[src/hw/rtl/otpt_pkg.sv]
// ----------------------------------------------------------------------------
// otpt_pkg
// Shared constants, command/status structs and the arctangent tables.
// ----------------------------------------------------------------------------
package otpt_pkg;

  localparam int MAX_POINTS = 64;
  localparam int ADDR_W     = $clog2(MAX_POINTS);
  localparam int CNT_W      = ADDR_W + 1;
  localparam int COORD_W    = 15;
  localparam int HEAD_W     = 9;
  localparam int ANG_W      = 7;
  localparam int CFG_W      = 8;
  localparam int CFG_IDX_W  = 1;

  localparam logic [CFG_W-1:0] SMALL_TURN_RST = 8'd5;
  localparam logic [CFG_W-1:0] SHORT_EDGE_RST = 8'd10;

  // register indexes of the config port
  localparam logic [CFG_IDX_W-1:0] REG_SMALL_TURN = 1'b0;
  localparam logic [CFG_IDX_W-1:0] REG_SHORT_EDGE = 1'b1;

  // trig tables: cos/sin of whole degrees 0..89 in unsigned q40
  localparam int ANG_N   = 90;
  localparam int TRIG_EW = 41;
  localparam int TRIG_W  = ANG_N * TRIG_EW;

  localparam logic [63:0] PI_Q62  = 64'hC90FDAA22168C234;
  localparam logic [63:0] ONE_Q62 = 64'h4000000000000000;

  function automatic logic [63:0] mul_q62(input logic [63:0] a, input logic [63:0] b);
    logic [127:0] p;
    p = {64'd0, a} * {64'd0, b};
    return p[125:62];
  endfunction

  // rotation by one degree, step built from taylor series in q62
  function automatic logic [TRIG_W-1:0] build_trig(input logic want_sin);
    logic [63:0] x, x2, x3, x4, x5, x6, x7, c1, s1, c, s, nc, ns;
    logic [TRIG_W-1:0] r;
    x  = PI_Q62 / 64'd180;
    x2 = mul_q62(x, x);
    x3 = mul_q62(x2, x);
    x4 = mul_q62(x2, x2);
    x5 = mul_q62(x4, x);
    x6 = mul_q62(x4, x2);
    x7 = mul_q62(x6, x);
    c1 = ONE_Q62 - x2 / 64'd2 + x4 / 64'd24 - x6 / 64'd720;
    s1 = x - x3 / 64'd6 + x5 / 64'd120 - x7 / 64'd5040;
    c  = ONE_Q62;
    s  = 64'd0;
    r  = '0;
    for (int k = 0; k < ANG_N; k++) begin
      r[k*TRIG_EW +: TRIG_EW] = want_sin ? s[62:22] : c[62:22];
      nc = mul_q62(c, c1) - mul_q62(s, s1);
      ns = mul_q62(s, c1) + mul_q62(c, s1);
      c  = nc;
      s  = ns;
    end
    return r;
  endfunction

  localparam logic [TRIG_W-1:0] COS_TAB = build_trig(1'b0);
  localparam logic [TRIG_W-1:0] SIN_TAB = build_trig(1'b1);

  typedef struct packed {
    logic              load_we;
    logic              xy_rd;
    logic [ADDR_W-1:0] xy_addr;
    logic              prev_ld;
    logic              diff_ld;
    logic              sq_a;
    logic              sq_b;
    logic              atan_start;
    logic              h_we;
    logic              h_rd;
    logic [ADDR_W-1:0] h_addr;
    logic              win_sh;
    logic              walk_clr;
    logic              decide;
    logic              finish;
  } otpt_cmd_t;

  typedef struct packed {
    logic atan_busy;
    logic decide_ok;
    logic out_free;
    logic held_v;
  } otpt_stat_t;

endpackage

[src/hw/rtl/otpt_ctrl.sv]
// ----------------------------------------------------------------------------
// otpt_ctrl
// Sequencer: load, heading pass over all edges, then the keep/drop walk.
// ----------------------------------------------------------------------------
module otpt_ctrl import otpt_pkg::*; (
  input  logic       clk_i,
  input  logic       rst_ni,
  input  logic       in_valid_i,
  input  logic       in_last_i,
  output logic       in_ready_o,
  input  otpt_stat_t stat_i,
  output otpt_cmd_t  cmd_o
);

  localparam logic [3:0] ST_LOAD    = 4'd0;
  localparam logic [3:0] ST_P1_FRST = 4'd1;
  localparam logic [3:0] ST_P1_PREV = 4'd2;
  localparam logic [3:0] ST_P1_READ = 4'd3;
  localparam logic [3:0] ST_P1_DIFF = 4'd4;
  localparam logic [3:0] ST_P1_SQA  = 4'd5;
  localparam logic [3:0] ST_P1_SQB  = 4'd6;
  localparam logic [3:0] ST_P1_WAIT = 4'd7;
  localparam logic [3:0] ST_P3_RD   = 4'd8;
  localparam logic [3:0] ST_P3_SH   = 4'd9;
  localparam logic [3:0] ST_P3_DEC  = 4'd10;
  localparam logic [3:0] ST_P3_END  = 4'd11;

  localparam logic [2:0] PRIME_N = 3'd4;

  function automatic logic [ADDR_W-1:0] nxt(input logic [ADDR_W-1:0] v,
                                            input logic [ADDR_W-1:0] top);
    return (v == top) ? '0 : ADDR_W'(v + 1'b1);
  endfunction

  logic [3:0]        state_q, state_d;
  logic [CNT_W-1:0]  cnt_q, cnt_d, cm1, cm2;
  logic [ADDR_W-1:0] e_q, e_d, rc_q, rc_d, i_q, i_d, nm1, rc_start;
  logic [2:0]        prime_q, prime_d;

  assign cm1      = cnt_q - CNT_W'(1);
  assign cm2      = cnt_q - CNT_W'(2);
  assign nm1      = cm1[ADDR_W-1:0];
  assign rc_start = (cnt_q >= CNT_W'(2)) ? cm2[ADDR_W-1:0] : '0;

  always_comb begin
    state_d    = state_q;
    cnt_d      = cnt_q;
    e_d        = e_q;
    rc_d       = rc_q;
    i_d        = i_q;
    prime_d    = prime_q;
    cmd_o      = '0;
    in_ready_o = 1'b0;
    case (state_q)
      ST_LOAD: begin
        in_ready_o = 1'b1;
        if (in_valid_i) begin
          if (cnt_q != CNT_W'(MAX_POINTS)) begin
            cmd_o.load_we = 1'b1;
            cmd_o.xy_addr = cnt_q[ADDR_W-1:0];
            cnt_d         = cnt_q + CNT_W'(1);
          end
          if (in_last_i) state_d = ST_P1_FRST;
        end
      end
      ST_P1_FRST: begin
        cmd_o.walk_clr = 1'b1;
        cmd_o.xy_rd    = 1'b1;
        e_d            = '0;
        state_d        = ST_P1_PREV;
      end
      ST_P1_PREV: begin
        cmd_o.prev_ld = 1'b1;
        state_d       = ST_P1_READ;
      end
      ST_P1_READ: begin
        cmd_o.xy_rd   = 1'b1;
        cmd_o.xy_addr = nxt(e_q, nm1);
        state_d       = ST_P1_DIFF;
      end
      ST_P1_DIFF: begin
        cmd_o.diff_ld = 1'b1;
        state_d       = ST_P1_SQA;
      end
      ST_P1_SQA: begin
        cmd_o.sq_a = 1'b1;
        state_d    = ST_P1_SQB;
      end
      ST_P1_SQB: begin
        cmd_o.sq_b       = 1'b1;
        cmd_o.atan_start = 1'b1;
        state_d          = ST_P1_WAIT;
      end
      ST_P1_WAIT: begin
        if (!stat_i.atan_busy) begin
          cmd_o.h_we   = 1'b1;
          cmd_o.h_addr = e_q;
          if (e_q == nm1) begin
            rc_d    = rc_start;
            i_d     = '0;
            prime_d = '0;
            state_d = ST_P3_RD;
          end else begin
            e_d     = ADDR_W'(e_q + 1'b1);
            state_d = ST_P1_READ;
          end
        end
      end
      ST_P3_RD: begin
        cmd_o.h_rd    = 1'b1;
        cmd_o.h_addr  = rc_q;
        cmd_o.xy_rd   = 1'b1;
        cmd_o.xy_addr = i_q;
        rc_d          = nxt(rc_q, nm1);
        state_d       = ST_P3_SH;
      end
      ST_P3_SH: begin
        cmd_o.win_sh = 1'b1;
        if (prime_q != PRIME_N) begin
          prime_d = prime_q + 3'd1;
          state_d = ST_P3_RD;
        end else begin
          state_d = ST_P3_DEC;
        end
      end
      ST_P3_DEC: begin
        cmd_o.decide = 1'b1;
        if (stat_i.decide_ok) begin
          if (i_q == nm1) begin
            state_d = ST_P3_END;
          end else begin
            i_d     = ADDR_W'(i_q + 1'b1);
            state_d = ST_P3_RD;
          end
        end
      end
      ST_P3_END: begin
        cmd_o.finish = 1'b1;
        if (stat_i.out_free) begin
          cnt_d   = '0;
          state_d = ST_LOAD;
        end
      end
      default: state_d = ST_LOAD;
    endcase
  end

  always_ff @(posedge clk_i or negedge rst_ni) begin
    if (!rst_ni) begin
      state_q <= ST_LOAD;
      cnt_q   <= '0;
      e_q     <= '0;
      rc_q    <= '0;
      i_q     <= '0;
      prime_q <= '0;
    end else begin
      state_q <= state_d;
      cnt_q   <= cnt_d;
      e_q     <= e_d;
      rc_q    <= rc_d;
      i_q     <= i_d;
      prime_q <= prime_d;
    end
  end

endmodule

[config.mk]
export PLATFORM = sky130hd
export DESIGN_NAME = otpt_ctrl
export DESIGN_NICKNAME = d
export VERILOG_FILES = /design/src/hw/rtl/otpt_pkg.sv /design/src/hw/rtl/otpt_ctrl.sv
export SDC_FILE = /design/constraint.sdc
export NUM_CORES = 1
export LEC_CHECK = 0
export ABC_CLOCK_PERIOD_IN_PS = 2450
export BUFFER_PORTS_ARGS = -buffer_cell sky130_fd_sc_hd__buf_2
export CAP_MARGIN = 20
export CORE_UTILIZATION = 50
export CTS_BUF_LIST = sky130_fd_sc_hd__clkbuf_16
export DETAILED_ROUTE_END_ITERATION = 12
export HOLD_SLACK_MARGIN = 0.02
export PLACE_DENSITY = 0.73
export SLEW_MARGIN = 20
export SYNTH_ARGS = -nofsm -noshare
export SYNTH_HDL_FRONTEND = slang
export SYNTH_SLANG_ARGS = --single-unit
[constraint.sdc]
create_clock -name clk_i -period 2.45 [get_ports clk_i]
set_input_delay 0.49 -clock clk_i [delete_from_list [all_inputs] [get_ports clk_i]]
set_output_delay 0.49 -clock clk_i [all_outputs]
set_load 0.02 [all_outputs]
; ---- Yosys cells after proc, flatten, opt, wreduce, memory -nomap -nowiden
; Index checks and enable logic that the tools add are counted.
[classes]
n_addsub = 7
n_lt_le_gt_ge = 1
eq_ne = 26
muxes = 52
n_reduce_logical = 13
[ops]
columns = op, count
row1 = 2-to-1 mux 6 bit, 14
row2 = case mux 4 bit (12 select lines), 1
row3 = case mux 6 bit (2 select lines), 4
row4 = 2-to-1 mux 4 bit, 6
row5 = 2-to-1 mux 7 bit, 3
row6 = "!= test 2 bit, second input constant", 10
row7 = "adder 6 x 1 -> 6 bit, second input constant", 3
row8 = == test 6 bit, 3
row9 = case mux 6 bit (3 select lines), 1
row10 = "== test 4 x 3 -> 1 bit, second input constant", 4
row11 = "== test 4 bit, second input constant", 4
row12 = 2-to-1 mux 1 bit, 15
row13 = case mux 7 bit (2 select lines), 1
row14 = AND reduction 5 bit, 2
row15 = nonzero test 2 bit, 5
row16 = 2-to-1 mux 3 bit, 3
row17 = "== test 4 x 2 -> 1 bit, second input constant", 2
row18 = AND reduction 4 bit, 2
row19 = "adder 7 x 1 -> 7 bit, second input constant", 1
row20 = "greater-or-equal comparator 7 x 2 -> 1 bit, second input constant", 1
row21 = "!= test 7 bit, second input constant", 1
row22 = 2-to-1 mux 2 bit, 3
row23 = case mux 3 bit (2 select lines), 1
row24 = AND reduction 3 bit, 2
row25 = other kinds (7), 7
[totals]
register_bits = 32
in_bits = 8
out_inout_bits = 26
word_cells = 105

; ---- Longest topological paths before layout
[depth]
ltp_word = 5
mapped_depth = 10
ltp_nobuf = 8

; ---- Worst setup path after synthesis
; OpenSTA, ideal clock, no wires.
[synth_timing]
path_type = reg2out
start = register state_q[2]
end = output cmd_o[18] (netlist bit)
t_arrival_ns = 2.417
required_ns = 1.960
path_slack_ns = -0.457
stages_incl_launch_ff = 9
n_path_buf = 3
path_cell_list = dfrtp_1 -> clkbuf_1 -> nor4_1 -> and2_1 -> clkbuf_1 -> o31a_1 -> buf_2 -> a22oi_1 -> o21ai_0
[synth_rtl]
columns = element, line_no
row1 = start: declaration, otpt_ctrl.sv:35  ; logic [3:0] state_q, state_d;
row2 = start signal: assignment, otpt_ctrl.sv:157  ; state_q <= state_d;
row3 = end: declaration, otpt_ctrl.sv:12  ; output otpt_cmd_t cmd_o

==> out/qor.txt <==
Min-Delay Path Class: in -> async
Leakage: 0.00154 uW
Tcrit/Tclk final: 106%
Hold WS: 276 ps
cts hold-fix bufs: 0
fin area: 3430 um2
Critical Path End Type: primary output
# fillers: 433
mean area per synthesized cell: 8.60 um2
hpwl dp: 5.20 mm
drt wl/cell: 16.7 um
mapped cell area: 2680 um2
H-tree depth: 2
chip height: 75.2 um
min Tclk post-route: 2600 ps
# setup viols final: 6
max-slew violation count: 0
status: finished, violations left
Compound-Gate Fraction of Synth Area: 21.4%
fmax: 0.384 GHz
CP Cell Sequence: inv_2 -> buf_6 -> ha_4 -> nor4b_4 -> xnor2_1 -> nand4_1 -> nand4_1 -> buf_4 -> o21ai_4 -> buf_6
Placeable Area: 5140 um2
worst path required time: 1960 ps
synthesized net count: 332
VDD IR-drop max: 0.613 mV
Sink Count: 32
non-filler instance count after layout: 440
mux cell area share after synthesis: 1.17%
relative slew slack: 50.8%
Max clock buf depth: 2
pwr/cell area: 1140 nW/um2
largest family of logic cells by synthesized area: simple AND/OR/NAND/NOR gates
Clock Pin Slew Worst Setup and Hold Paths: 50 ps
simple-gate share of the synthesized area: 22.2%
sequential cell area: 803 um2
post-synthesis adder-cell area fraction: 5.60%
Final Skew: 3.75 ps
Synth area leaders: dfrtp_1, xnor2_1, ha_1, nor2_1, xor2_1
top-count cell post-synth: dfrtp_1
DRC errors left: 0
top_reg_cell synth: dfrtp_1
largest net degree at the start of global routing: 33
crit path launch type: register
Total Nets Final: 389
Worst Tran Pin Value: 738 ps
Antenna Cells: 0
vias in the first global route: 2,159
post-synthesis xor/xnor area fraction: 14.5%
Cell Rows: 26
router iterations before antenna repair: 5
dpl cell area: 3110 um2
Yosys cell types: 55
area share of the largest cell type after synthesis: 29.9%
CTS root buffer: clkbuf_16
DR vias/cell: 5.76
Final ANT Viol Nets: 0
first-pass GRT wire length: 10.9 mm
setup ws final: -151 ps
#FFs+latches synth: 32
R2R depth: 9
Arrival @ worst endpoint: 2110 ps
share of layout cells above drive strength 1: 28.4%
critical path class: reg -> out
GP Congestion: 0.915
Final Hold Fails: 0
fraction of registers with async set/reset: 100%
Starting Density: 52.2%
clock tree from TritonCTS: yes
Clock Latency Late Sink: 280 ps
Synth top cells by count: dfrtp_1, nor2_1, xnor2_1
Port Buf Inserts: 32
area leader, netlist: dfrtp_1
register area share after synthesis: 29.9%
Initial DRC Count: 176
r2r endpoint: rc_q[3]
gr usage total: 26.3%
CP max stage cell: dfrtp_1
post-synthesis cell count: 312
routed vias: 2,533
drt total wl: 7.37 mm
RR Startpoint: cnt_q[0]
RSZ-0062 raised after global routing: true
die area: 5660 um2
total CTS buffers: 5
crit-path max FO: 4
initial antenna violation count: 0
Multi-input gate area: 1860 um2
Top delay family on crit path: buffers and inverters
Die Wd: 75.2 um
placed cell count: 421
I/O pins: 34
area growth from synthesis to layout: 27.7%
max cap viols: 0
grt ovf: 0
CP max stage delay: 380 ps
Setup TNS: -816 ps
YS warnings: 0
failing checks: negative setup slack
CP Buf/Inv Count: 4
number of flops mapped to enable cells by yosys: 0
r2r setup slk: 140 ps
power by group:
| group | total [uW] | switching (uW) | internal [uW] | leakage, uW |
|---|---|---|---|---|
| Clock | 603 | 234 | 369 | 0.0000710 |
| Sequential | 970 | 281 | 689 | 0.000403 |
| Combinational | 2320 | 1230 | 1090 | 0.00106 |
sequential cells by signal, summed over array words and instances (netlist names):
name,cells
e_q,6
cnt_q,7
state_q,4
prime_q,3
i_q,6
rc_q,6
how the worst max path moves through the flow:
stage	startpoint	to	slack, ps	cells past startpoint
floorplan	cnt_q[2]	cmd_o[17]	-10	8
global placement	cnt_q[1]	cmd_o[17]	20	8
detailed placement	cnt_q[1]	cmd_o[19]	-40	8
CTS	cnt_q[1]	cmd_o[19]	-100	10
global route	cnt_q[1]	cmd_o[19]	-250	10
finish	cnt_q[1]	cmd_o[19]	-150	10
layout make-up:
class	instances	area share (%)
Clock buffer	5	3.65
Clock inverter	3	0.402
Inverter	14	1.68
Multi-Input combinational cell	248	54.4
Sequential cell	32	23.4
Tap cell	70	2.56
Timing Repair Buffer	68	13.9
cell families (layout without fill, tap and decap cells):
group           count (synthesis)  count (layout)
compound gates                 78              78
xor+xnor                       41              41
fa+ha+maj                      12              12
buf+inv                        32              90
flops                          32              32
mux                             3               3
simple gates                  114             114
per-stage QoR:
stage          utilization, %  total power (uW)  setup WS [ps]
2_1_floorplan               -              2470          -11.9
3_3_place_gp             60.4              2970           21.9
3_5_place_dp             60.4              3030          -42.9
4_1_cts                  65.3              3770          -99.7
5_1_grt                  66.7              4130           -249
6_report                 66.7              3890           -151
repair_timing:
item	4_1_cts	5_1_grt
buffers inserted	6	7
gates resized for setup	18	6
endpoints found under the hold margin	0	0
setup endpoints to repair	12	21
pin swaps	5	8
worst reg2reg max path: stages, from the launching register on:
cell and delay, ps:
dfrtp_1 380, inv_4 50, ha_4 160, buf_4 150, xnor3_1 350, nand3_1 90
or4_1 520, nand2_2 160, o32ai_1 110, a22o_1 230
cell usage in the layout, fill, tap and decap left out, types with 10 or more instances in the layout:
| cell | instances |
|---|---|
| buf_4 | 34 |
| xnor2_1 | 27 |
| ha_1 | 10 |
| nor2_1 | 28 |
| buf_2 | 26 |
| dfrtp_1 | 30 |
| nand3_1 | 11 |
| a21oi_1 | 12 |
| o21ai_0 | 13 |
| nand2_1 | 24 |
| xor2_1 | 11 |
| inv_1 | 11 |
layer usage:
layer | vias to the layer above | global-route usage, % | routed length, um
li1 | 1218 | - | -
met1 | 1223 | 36.2 | 3340
met2 | 83 | 41.9 | 3590
met3 | 9 | 4.15 | 345
met4 | 0 | 9.67 | 99
met5 | - | 0 | 0
Note: power is estimated with default switching activity, not from simulation.
